File: src/hdl/bffa_pkg.sv
`timescale 1ns / 1ps
`default_nettype none
// ----------------------------------------------------------------------------
// bffa_pkg: shared types and constants of the bitmap first-fit allocator
// Widths, register indexes, operation codes and the sequencer state type.
// ----------------------------------------------------------------------------
package bffa_pkg;

    // Bitmap geometry
    localparam int NUM_BLOCKS = 256;
    localparam int MAP_IDX_W  = $clog2(NUM_BLOCKS);
    localparam int CNT_W      = MAP_IDX_W + 1;

    // Field widths
    localparam int SIZE_W     = 21;
    localparam int ADDR_W     = 20;
    localparam int BSZ_W      = 13;
    localparam int BIU_W      = 9;
    localparam int CFG_IDX_W  = 8;

    // Divider geometry: dividend holds size plus block size minus one
    localparam int DIVD_W     = SIZE_W + 1;
    localparam int DIV_CNT_W  = $clog2(DIVD_W);
    localparam int PROD_W     = MAP_IDX_W + BSZ_W;

    // Configuration register indexes
    localparam logic [CFG_IDX_W-1:0] CFG_BLOCK_SIZE    = CFG_IDX_W'(0);
    localparam logic [CFG_IDX_W-1:0] CFG_BLOCKS_IN_USE = CFG_IDX_W'(1);

    // Operation codes
    localparam logic OP_ALLOC = 1'b0;
    localparam logic OP_FREE  = 1'b1;

    // Sequencer states
    typedef enum logic [3:0] {
        S_INIT,
        S_IDLE,
        S_NEED,
        S_FIRST,
        S_CLEAR,
        S_SCAN,
        S_MULT,
        S_CHECK,
        S_MARK,
        S_DONE
    } t_state;

endpackage : bffa_pkg
`default_nettype wire

File: src/hdl/bffa_div.sv
`timescale 1ns / 1ps
`default_nettype none
// ----------------------------------------------------------------------------
// bffa_div: iterative restoring divider
// Produces one quotient bit per cycle; o_done pulses when the quotient is ready.
// ----------------------------------------------------------------------------
module bffa_div
    import bffa_pkg::*;
(
    input  wire logic              i_clk,
    input  wire logic              i_rst_n,
    input  wire logic              i_start,
    input  wire logic [DIVD_W-1:0] i_dividend,
    input  wire logic [BSZ_W-1:0]  i_divisor,
    output logic                   o_done,
    output logic [DIVD_W-1:0]      o_quotient
);

    logic                 r_busy;
    logic                 r_done;
    logic [DIV_CNT_W-1:0] r_cnt;
    logic [DIVD_W-1:0]    r_quo;
    logic [BSZ_W-1:0]     r_rem;
    logic [BSZ_W-1:0]     r_div;

    logic [BSZ_W:0]       rem_sh;
    logic [BSZ_W:0]       diff;
    logic                 ge;
    logic [BSZ_W-1:0]     n_rem;
    logic [DIVD_W-1:0]    n_quo;

    // Shift in the next dividend bit and try a subtract
    always_comb begin
        rem_sh = {r_rem, r_quo[DIVD_W-1]};
        ge     = (rem_sh >= {1'b0, r_div});
        diff   = rem_sh - {1'b0, r_div};
        n_rem  = ge ? diff[BSZ_W-1:0] : rem_sh[BSZ_W-1:0];
        n_quo  = {r_quo[DIVD_W-2:0], ge};
    end

    // Control: step counter and done pulse
    always_ff @(posedge i_clk) begin
        if (!i_rst_n) begin
            r_busy <= 1'b0;
            r_done <= 1'b0;
            r_cnt  <= '0;
        end else begin
            r_done <= 1'b0;
            if (i_start) begin
                r_busy <= 1'b1;
                r_cnt  <= DIV_CNT_W'(DIVD_W - 1);
            end else if (r_busy) begin
                if (r_cnt == '0) begin
                    r_busy <= 1'b0;
                    r_done <= 1'b1;
                end else begin
                    r_cnt <= r_cnt - DIV_CNT_W'(1);
                end
            end
        end
    end

    // Datapath: load operands, then advance one bit a cycle
    always_ff @(posedge i_clk) begin
        if (i_start) begin
            r_quo <= i_dividend;
            r_rem <= '0;
            r_div <= i_divisor;
        end else if (r_busy) begin
            r_quo <= n_quo;
            r_rem <= n_rem;
        end
    end

    assign o_done     = r_done;
    assign o_quotient = r_quo;

endmodule : bffa_div
`default_nettype wire

File: src/hdl/bitmap_first_fit_block_allocator.sv
`timescale 1ns / 1ps
`default_nettype none
// ----------------------------------------------------------------------------
// bitmap_first_fit_block_allocator: first-fit block allocator over a bitmap
// Rounds sizes to blocks with a shared divider, scans and updates the bitmap.
// ----------------------------------------------------------------------------
// One word is handled at a time; o_ready is high only while the sequencer is
// idle. Every request first divides by the block size in a bit-serial divider.
// An allocate then scans the bitmap one block per cycle from block 0 until a
// fitting run is found or the managed count is reached, forms and checks the
// byte address in S_MULT and S_CHECK, and marks one block per cycle for the
// blocks it needs. A free runs a second division for the start block, then
// clears one block per cycle. After reset the sequencer clears the bitmap one
// block per cycle, so o_ready first rises once every block is clear;
// configuration writes are always accepted and must only be issued while the
// block is idle.
// ----------------------------------------------------------------------------
module bitmap_first_fit_block_allocator
    import bffa_pkg::*;
(
    input  wire logic                 i_clk,
    input  wire logic                 i_rst_n,
    // Request channel
    input  wire logic                 i_valid,
    output logic                      o_ready,
    input  wire logic                 i_op,
    input  wire logic [SIZE_W-1:0]    i_size,
    input  wire logic [ADDR_W-1:0]    i_start_address,
    // Result channel
    output logic                      o_valid,
    input  wire logic                 i_ready,
    output logic                      o_ok,
    output logic [ADDR_W-1:0]         o_address,
    // Configuration channel
    input  wire logic                 i_cfg_valid,
    output logic                      o_cfg_ready,
    input  wire logic [CFG_IDX_W-1:0] i_cfg_index,
    input  wire logic [BSZ_W-1:0]     i_cfg_data
);

    t_state                r_state;
    t_state                n_state;

    // Configuration registers
    logic [BSZ_W-1:0]      r_block_size;
    logic [BIU_W-1:0]      r_blocks_in_use;

    // Request and working registers
    logic                  r_op;
    logic [ADDR_W-1:0]     r_start_addr;
    logic [CNT_W-1:0]      r_need;
    logic [CNT_W-1:0]      r_idx;
    logic [CNT_W-1:0]      r_run_len;
    logic [MAP_IDX_W-1:0]  r_run_start;
    logic [PROD_W-1:0]     r_prod;
    logic                  r_res_ok;
    logic [ADDR_W-1:0]     r_res_addr;

    logic [CNT_W-1:0]      n_need;
    logic [CNT_W-1:0]      n_idx;
    logic [CNT_W-1:0]      n_run_len;
    logic [MAP_IDX_W-1:0]  n_run_start;
    logic                  n_res_ok;
    logic [ADDR_W-1:0]     n_res_addr;

    // Bitmap
    logic                  r_map [NUM_BLOCKS];
    logic                  r_map_rd;
    logic                  map_we;
    logic                  map_wdata;
    logic                  map_bit;

    // Output register
    logic                  r_out_valid;
    logic                  r_out_ok;
    logic [ADDR_W-1:0]     r_out_addr;
    logic                  out_load;

    // Divider hookup
    logic                  div_start;
    logic [DIVD_W-1:0]     div_dividend;
    logic                  div_done;
    logic [DIVD_W-1:0]     div_quo;

    logic [BSZ_W-1:0]      bs_eff;
    logic [CNT_W-1:0]      limit;
    logic [CNT_W-1:0]      need_sat;
    logic [CNT_W-1:0]      first_sat;
    logic [CNT_W:0]        run_next;
    logic                  in_acc;
    logic                  idx_in_range;

    assign in_acc = i_valid && o_ready;

    // Effective configuration: zero block size acts as one, clamp block count
    always_comb begin
        bs_eff = (r_block_size == '0) ? BSZ_W'(1) : r_block_size;
        if (r_blocks_in_use > BIU_W'(NUM_BLOCKS)) begin
            limit = CNT_W'(NUM_BLOCKS);
        end else begin
            limit = CNT_W'(r_blocks_in_use);
        end
    end

    // Saturate divider results to the bitmap range
    always_comb begin
        if (div_quo[DIVD_W-1:CNT_W] != '0) begin
            need_sat = '1;
        end else begin
            need_sat = div_quo[CNT_W-1:0];
        end
        if (div_quo[DIVD_W-1:MAP_IDX_W] != '0) begin
            first_sat = CNT_W'(NUM_BLOCKS);
        end else begin
            first_sat = {1'b0, div_quo[MAP_IDX_W-1:0]};
        end
    end

    assign map_bit      = r_map_rd;
    assign idx_in_range = (r_idx < limit);
    assign run_next     = {1'b0, r_run_len} + (CNT_W + 1)'(1);

    bffa_div u_div (
        .i_clk      (i_clk),
        .i_rst_n    (i_rst_n),
        .i_start    (div_start),
        .i_dividend (div_dividend),
        .i_divisor  (bs_eff),
        .o_done     (div_done),
        .o_quotient (div_quo)
    );

    // Next state
    always_comb begin
        n_state = r_state;
        unique case (r_state)
            S_INIT: begin
                if (r_idx == CNT_W'(NUM_BLOCKS - 1)) n_state = S_IDLE;
            end
            S_IDLE: begin
                if (in_acc) n_state = S_NEED;
            end
            S_NEED: begin
                if (div_done) begin
                    if (r_op == OP_FREE) begin
                        n_state = S_FIRST;
                    end else if (need_sat == '0) begin
                        n_state = S_DONE;
                    end else begin
                        n_state = S_SCAN;
                    end
                end
            end
            S_FIRST: begin
                if (div_done) n_state = S_CLEAR;
            end
            S_CLEAR: begin
                if (r_need == '0 || !idx_in_range) n_state = S_DONE;
            end
            S_SCAN: begin
                if (!idx_in_range) begin
                    n_state = S_DONE;
                end else if (!map_bit && run_next >= {1'b0, r_need}) begin
                    n_state = S_MULT;
                end
            end
            S_MULT:  n_state = S_CHECK;
            S_CHECK: n_state = r_prod[PROD_W-1:ADDR_W] != '0 ? S_DONE : S_MARK;
            S_MARK: begin
                if (r_need == '0) n_state = S_DONE;
            end
            S_DONE: begin
                if (!r_out_valid || i_ready) n_state = S_IDLE;
            end
            default: n_state = S_IDLE;
        endcase
    end

    // Outputs and datapath controls
    always_comb begin
        n_need       = r_need;
        n_idx        = r_idx;
        n_run_len    = r_run_len;
        n_run_start  = r_run_start;
        n_res_ok     = r_res_ok;
        n_res_addr   = r_res_addr;
        map_we       = 1'b0;
        map_wdata    = 1'b0;
        div_start    = 1'b0;
        div_dividend = DIVD_W'(r_start_addr);
        out_load     = 1'b0;
        unique case (r_state)
            S_INIT: begin
                // Clear one bitmap entry per cycle after reset
                map_we    = 1'b1;
                map_wdata = 1'b0;
                n_idx     = r_idx + CNT_W'(1);
            end
            S_IDLE: begin
                // Start the block count division straight from the input word
                div_start    = in_acc;
                div_dividend = DIVD_W'(i_size) + DIVD_W'(bs_eff - BSZ_W'(1));
                n_res_ok     = 1'b0;
                n_res_addr   = '0;
            end
            S_NEED: begin
                if (div_done) begin
                    n_need      = need_sat;
                    n_idx       = '0;
                    n_run_len   = '0;
                    n_run_start = '0;
                    if (r_op == OP_FREE) begin
                        div_start = 1'b1;
                        n_res_ok  = 1'b1;
                    end else if (need_sat == '0) begin
                        n_res_ok  = 1'b1;
                    end
                end
            end
            S_FIRST: begin
                if (div_done) n_idx = first_sat;
            end
            S_CLEAR: begin
                // Drop one used bit per cycle within the managed range
                if (r_need != '0 && idx_in_range) begin
                    map_we    = 1'b1;
                    map_wdata = 1'b0;
                    n_idx     = r_idx + CNT_W'(1);
                    n_need    = r_need - CNT_W'(1);
                end
            end
            S_SCAN: begin
                // Track the current free run while advancing the cursor
                if (idx_in_range) begin
                    n_idx = r_idx + CNT_W'(1);
                    if (map_bit) begin
                        n_run_len = '0;
                    end else begin
                        if (r_run_len == '0) n_run_start = r_idx[MAP_IDX_W-1:0];
                        n_run_len = run_next[CNT_W-1:0];
                    end
                end
            end
            S_MULT: begin
                n_idx = {1'b0, r_run_start};
            end
            S_CHECK: begin
                if (r_prod[PROD_W-1:ADDR_W] == '0) begin
                    n_res_ok   = 1'b1;
                    n_res_addr = r_prod[ADDR_W-1:0];
                end
            end
            S_MARK: begin
                // Set one used bit per cycle over the granted run
                if (r_need != '0) begin
                    map_we    = 1'b1;
                    map_wdata = 1'b1;
                    n_idx     = r_idx + CNT_W'(1);
                    n_need    = r_need - CNT_W'(1);
                end
            end
            S_DONE: begin
                out_load = !r_out_valid || i_ready;
            end
            default: begin
                out_load = 1'b0;
            end
        endcase
    end

    // State and configuration registers
    always_ff @(posedge i_clk) begin
        if (!i_rst_n) begin
            r_state         <= S_INIT;
            r_block_size    <= BSZ_W'(64);
            r_blocks_in_use <= BIU_W'(256);
        end else begin
            r_state <= n_state;
            if (i_cfg_valid && o_cfg_ready) begin
                if (i_cfg_index == CFG_BLOCK_SIZE) begin
                    r_block_size <= i_cfg_data;
                end else if (i_cfg_index == CFG_BLOCKS_IN_USE) begin
                    r_blocks_in_use <= i_cfg_data[BIU_W-1:0];
                end
            end
        end
    end

    // Working registers
    always_ff @(posedge i_clk) begin
        if (in_acc) begin
            r_op         <= i_op;
            r_start_addr <= i_start_address;
        end
        if (!i_rst_n) begin
            r_idx <= '0;
        end else begin
            r_idx <= n_idx;
        end
        r_need      <= n_need;
        r_run_len   <= n_run_len;
        r_run_start <= n_run_start;
        r_res_ok    <= n_res_ok;
        r_res_addr  <= n_res_addr;
        r_prod      <= PROD_W'(r_run_start) * PROD_W'(bs_eff);
    end

    // Bitmap: one bit written and one bit read per cycle; the read follows
    // the next cursor so its registered data lines up with the cursor
    always_ff @(posedge i_clk) begin
        if (map_we) begin
            r_map[r_idx[MAP_IDX_W-1:0]] <= map_wdata;
        end
        r_map_rd <= r_map[n_idx[MAP_IDX_W-1:0]];
    end

    // Output register: hold the result word until taken
    always_ff @(posedge i_clk) begin
        if (!i_rst_n) begin
            r_out_valid <= 1'b0;
        end else if (out_load) begin
            r_out_valid <= 1'b1;
        end else if (i_ready) begin
            r_out_valid <= 1'b0;
        end
    end

    always_ff @(posedge i_clk) begin
        if (out_load) begin
            r_out_ok   <= r_res_ok;
            r_out_addr <= r_res_addr;
        end
    end

    assign o_ready     = (r_state == S_IDLE);
    assign o_valid     = r_out_valid;
    assign o_ok        = r_out_ok;
    assign o_address   = r_out_addr;
    assign o_cfg_ready = 1'b1;

    // A failed allocation reports address zero
    a_fail_addr_zero: assert property (@(posedge i_clk) disable iff (!i_rst_n)
        (o_valid && !o_ok) |-> (o_address == '0))
        else $error("failed result carries a nonzero address");

    // Divider completes only while the sequencer waits for it
    a_div_done_wait: assert property (@(posedge i_clk) disable iff (!i_rst_n)
        div_done |-> (r_state == S_NEED || r_state == S_FIRST))
        else $error("divider finished outside a wait state");

    // Marking stays inside the managed range
    a_mark_in_range: assert property (@(posedge i_clk) disable iff (!i_rst_n)
        (r_state == S_MARK && r_need != '0) |-> idx_in_range)
        else $error("marking past the managed block count");

    // An accepted word starts the divider and closes the request channel
    a_accept_busy: assert property (@(posedge i_clk) disable iff (!i_rst_n)
        in_acc |=> (!o_ready && r_state == S_NEED))
        else $error("request channel still open after accept");

endmodule : bitmap_first_fit_block_allocator
`default_nettype wire

File: config.mk
export PLATFORM = sky130hd
export DESIGN_NAME = bitmap_first_fit_block_allocator
export DESIGN_NICKNAME = d
export VERILOG_FILES = /design/src/hdl/bffa_pkg.sv /design/src/hdl/bffa_div.sv /design/src/hdl/bitmap_first_fit_block_allocator.sv
export SDC_FILE = /design/constraint.sdc
export NUM_CORES = 1
export LEC_CHECK = 0
export BUFFER_PORTS_ARGS = -buffer_cell sky130_fd_sc_hd__clkbuf_2
export CORE_MARGIN = 8
export CORE_UTILIZATION = 45
export DETAILED_ROUTE_END_ITERATION = 6
export GPL_TIMING_DRIVEN = 1
export SLEW_MARGIN = 15
export SYNTH_ARGS = -nofsm -noshare
export SYNTH_HDL_FRONTEND = slang
export SYNTH_SLANG_ARGS = --single-unit
export TNS_END_PERCENT = 50
File: constraint.sdc
create_clock -name i_clk -period 16.2 [get_ports i_clk]
set_input_delay 4.05 -clock i_clk [delete_from_list [all_inputs] [get_ports i_clk]]
set_output_delay 4.05 -clock i_clk [all_outputs]
set_load 0.01 [all_outputs]
# Yosys cells after proc, flatten, opt, wreduce, memory -nomap -nowiden
# Memory sizes are Yosys's and may differ from the RTL's. A register that Yosys moved wholly into a read port is not among the register bits.
# Index checks and enable logic that the tools add are counted.
dict set report word_totals {
  regBits 201
  ramBits 256
  out_inout_bits 24
  mem_count 1
}
# name depth word_bits rd rd_clocked_by_memory_dff write_ports line_no
set mem_list {}
lappend mem_list {r_map 256 1 1 1 1 bitmap_first_fit_block_allocator.sv:67} ;# logic r_map [NUM_BLOCKS];
dict set report op_classes {
  addsub 7
  n_mul 1
  order_cmp 4
  eq_ne 27
  mux 66
  bitwise_logic 4
  n_reduce_logical 38
}
# op n
set op_table {}
lappend op_table {{9-bit two-way mux} 14}
lappend op_table {{22-bit two-way mux} 3}
lappend op_table {{9-bit case mux with 7 select lines} 1}
lappend op_table {{4-bit two-way mux} 11}
lappend op_table {{20-bit case mux with 2 select lines} 1}
lappend op_table {{4-bit case mux with 10 select lines} 1}
lappend op_table {{8-bit two-way mux} 4}
lappend op_table {{9-bit logical NOT} 3}
lappend op_table {{9-bit case mux with 3 select lines} 1}
lappend op_table {{13-bit two-way mux} 2}
lappend op_table {{21-bit by 22-bit adder with 22-bit output} 1}
lappend op_table {{2-bit inequality test (second input constant)} 11}
lappend op_table {{8-bit by 13-bit multiplier with 21-bit output} 1}
lappend op_table {{20-bit two-way mux} 1}
lappend op_table {{1-bit two-way mux} 19}
lappend op_table {{9-bit case mux with 2 select lines} 1}
lappend op_table {{4-bit by 3-bit equality test with 1-bit output (second input constant)} 4}
lappend op_table {{8-bit case mux with 2 select lines} 1}
lappend op_table {{5-bit two-way mux} 3}
lappend op_table {{14-bit by 13-bit greater-or-equal comparator with 1-bit output} 1}
lappend op_table {{14-bit nonzero test} 1}
lappend op_table {{13-bit by 1-bit subtractor with 14-bit output (second input constant)} 1}
lappend op_table {{13-bit logical NOT} 1}
lappend op_table {{13-bit nonzero test} 1}
lappend op_table {{other kinds (36)} 59}

# Depth between registers and ports, before layout
dict set report depth {
  depth_word 8
  ltp_mapped 25
  ltp_nobuf 25
}

# Cells and area by module
# Synthesis repeated with hierarchy kept, for this count alone.
dict set report hier_totals {
  hier_cells 2498
  hier_area_um2 25669.6
}
# module n_inst cells_each area_each_um2 seq_area_each_um2
set modules_own_cells {}
lappend modules_own_cells {bitmap_first_fit_block_allocator 1 2235 22694.3 11521.0}
lappend modules_own_cells {bffa_div 1 263 2975.4 1451.4}

# Worst setup path before layout
# OpenSTA, ideal clock, no wires.
dict set report synth_timing {
  path_kind {reg2reg}
  startpoint {register r_state[3]}
  endpoint {memory r_map[0] (data pin)}
  setup_time_ps 2106
  t_arrival_ps 10593
  required_time_ps 14094
  slack_ps 3501
  stages_incl_launch_ff 5
  path_buffers 2
  cell_sequence {dfxtp_1 -> clkbuf_1 -> clkbuf_1 -> nand2_1 -> nor3_1}
}
dict set report synth_via {
  elab_chain_cells 2
}
# element line_no
set synth_lines {}
lappend synth_lines {{start: declaration} bitmap_first_fit_block_allocator.sv:41} ;# t_state r_state;
lappend synth_lines {{start signal: assignment} bitmap_first_fit_block_allocator.sv:278} ;# r_state <= n_state;
lappend synth_lines {{4-bit equality test} bitmap_first_fit_block_allocator.sv:192} ;# unique case (r_state)
lappend synth_lines {{1-bit two-way mux} --}
lappend synth_lines {{named net map_wdata} bitmap_first_fit_block_allocator.sv:70} ;# logic map_wdata;
lappend synth_lines {{end: declaration} bitmap_first_fit_block_allocator.sv:67}
# The timed path passes the listed nets, and every way through them passes these cells.

# Final worst setup path
dict set report layout_timing {
  startpoint {register r_state[2]}
  endpoint {output o_ready}
}
dict set report layout_via {
  elab_chain_cells 1
}
# element line_no
set layout_lines {}
lappend layout_lines {{4-bit by 1-bit equality test with 1-bit output} bitmap_first_fit_block_allocator.sv:335} ;# assign o_ready = (r_state == S_IDLE);
lappend layout_lines {{end: declaration} bitmap_first_fit_block_allocator.sv:25} ;# output logic o_ready,
# No other way between the ends.

==> metrics.txt <==
Slew HR a little over an eighth; P&R area growth vs syn 10.7%; Sequential Power Share 44.9%; worst stage delay on the critical path approximately 0.80 ns; Root Buffer clkbuf_16; Critical Path Source r_state[2]$_SDFFE_PN0P_; Fin. Hold Viols 0; Worst Path Buf+Inv 3; Worst-path clk slew roughly 0.060 ns; CTS tree done; Final Instance Count excl. Fillers 3207; asr flop ratio synth 0%; Power Density 102 nW/um^2; layout cell share with drive strength beyond 1 10.4%; crit end category output pin; Int Power between 2000 and 2500 uW; total of max-cap violations 0; Psw around 730 uW; hold path start r_res_addr[12]$_SDFFCE_PN0P_; post-synth cell types 84; CP arrival 2.86 ns; Port Buffers 90; Avg Vias per Cell 5.53; outcome finished clean; I/O pin total about 90; Die ar. 64500 um^2; LEAKAGE 0.0103 uW; Ys Warns 0; crit-path leading delay family buffers and inverters; Logic pwr share 13.1%; Final Max Tran Viols 0; first-pass GRT wire length approximately 100 mm; # nets final 2646; crit-path cells nor2_1 > nand2_1 > buf_4 > clkinv_1 > clkbuf_2; DR WL/cell about 20 um; largest cells by area after synthesis edfxtp_1 (45%), dfxtp_1 (6.1%), nor2_1 (5.5%); CP max stage cell dfxtp_1; Iter 0 DRT Violations 1210; Vias 17700; CTS resizes 0; Hold Path Class reg -> reg; Mapped Area 25500 um^2; Yosys reg bits 458; met3 WL 3.50 mm; Yosys top cell by area edfxtp_1; # Post-CTS Setup Buffers 0; Setup Viol. Count Final 0; GRT Util Overall 19.6%; largest net degree at the start of global routing 258; DR pass1 iterations 5; Max IR drop VDD 170 uV; Switching Share 25.3%; Highest Signal Layer met4; # DRC 0; Final Util 50.2%; Max Clock Freq 145 MHz; TNS Setup 0 ns; Worst Skew 0.0429 ns; area of the multi-input gates between 10000 and 15000 um^2; cts bufs inserted a little over 50; RR Startpoint r_block_size[6]$_SDFFE_PN1P_; Clock Power Share between 40% and 50%; Slew @ Worst Pin about 1.3 ns; Synth Instances 2382; Data required, critical path 12.15 ns; Metal-1 WL 27.7 mm; Site Rows 87; Die Wd 254 um; most common cell after layout, fill and taps aside edfxtp_1; # clock sinks 458; syn avg cell area around 11 um^2; Core Area 56200 um^2; placed cells around 3100; worst-path fanout max 32; clk buf depth 3; kind of critical path reg -> out; initial antenna violation count 0; Initial Utilization a little under half; H-Tree Depth 2; vias in the first global route 17700; Period minus WS final 6.91 ns; Routed Antenna Nets 0; Routed met2 length between 30 and 40 mm; final period utilization 42.7%; routed wire length 63.3 mm; RSZ-0062 raised after global routing false; Final Wtd Congestion 0.883; hold-fix buffers at CTS 0; CP startpoint kind flop; Clk Latency, worst-skew pair 0.64 ns; Detail Placement HPWL 40.8 mm; Yosys top cell area share roughly 45%; chip height 254 um; fill count roughly 5200; register area share after synthesis 50.9%; FF/Latch Area about 13000 um^2; Post-synth EDFFs 380; Post-synth top flop edfxtp_1; GRT overflow 0; most frequent cells in the layout edfxtp_1 (380), nor2_1 (374), nand2_1 (166)
[per-layer routing]
layer | vias to the layer above | track usage [%]
met2 | 485 | 32.8
li1 | 8382 | -
met5 | - | 0
met1 | 8761 | 26.1
met3 | 101 | 3.22
met4 | 0 | 5.62
[kinds of logic (layout without fill, tap and decap cells)]
| logic type | Yosys count | after routing | share of synthesized area [%] |
|---|---|---|---|
| buffers and inverters | 291 | 352 | 4.88 |
| and+or+nand+nor | 882 | 882 | 16.1 |
| other | 2 | 10 | 0.0295 |
| muxes | 150 | 150 | 6.05 |
| AOI/OAI and AO/OA | 361 | 361 | 9.31 |
| DFF | 458 | 458 | 50.9 |
| adders and majority gates | 171 | 171 | 10.4 |
| xor gates and xnor gates | 67 | 67 | 2.30 |
[final timing paths]
check	to	slack, ns	depth (start not counted)
worst max-delay path	o_ready	9.29	5
worst min-delay path	o_address[12]$_DFFE_PP_	0.42	0
worst max register to register	r_prod[19]$_DFF_P_	9.85	24
worst min register to register	o_address[12]$_DFFE_PP_	0.42	0
[synth_stat cells (14+ instances only)]
master / instances
a211oi_1: 46
a21o_1: 18
a21oi_1: 96
and2_1: 121
and3_1: 14
clkbuf_1: 114
dfxtp_1: 78
edfxtp_1: 380
fa_1: 68
ha_1: 103
inv_1: 136
mux2_2: 32
mux2i_1: 118
nand2_1: 166
nand2b_1: 16
nand3_1: 49
nor2_1: 375
nor2b_1: 31
nor3_1: 50
nor4_1: 14
o211ai_1: 18
o21ai_0: 76
xnor2_1: 49
xor2_1: 18
[power by group through the flow]
stage	clock [uW]	combinational, uW	sequential (uW)
finish	1210	377	1300
global route	1280	417	1300
CTS	1240	378	1300
detailed placement	0	375	1320
global placement	0	371	1320
floorplan	0	297	1310
[per-stage QoR]
step	power, uW	instance area (um^2)	hold WS (ns)	setup WS (ns)
2_1_floorplan	1610	25500	0.400	3.50
3_3_place_gp	1690	26400	0.404	8.80
3_5_place_dp	1690	26400	0.405	8.81
4_1_cts	2910	28200	0.416	9.33
5_1_grt	3000	28200	0.423	9.08
6_report	2880	28200	0.415	9.29
[flip-flops by register name, indices dropped and copies added, names as in the netlist, 13 cells and up]
name,cells
r_map,256
r_block_size,13
o_address,20
u_div.r_div,13
u_div.r_rem,13
r_start_addr,20
r_res_addr,20
r_prod,21
u_div.o_quotient,22
[cell type report]
cell class	instances	area share [%]
Sequential cell	458	46.0
Multi-Input combinational cell	1640	40.2
Clock buffer	64	4.80
Tap cell	756	3.35
Timing Repair Buffer	117	2.36
Inverter	139	1.85
Clock inverter	32	1.48
Antenna cell	1	0.00887
No activity file was read; power rests on OpenSTA's default activity.
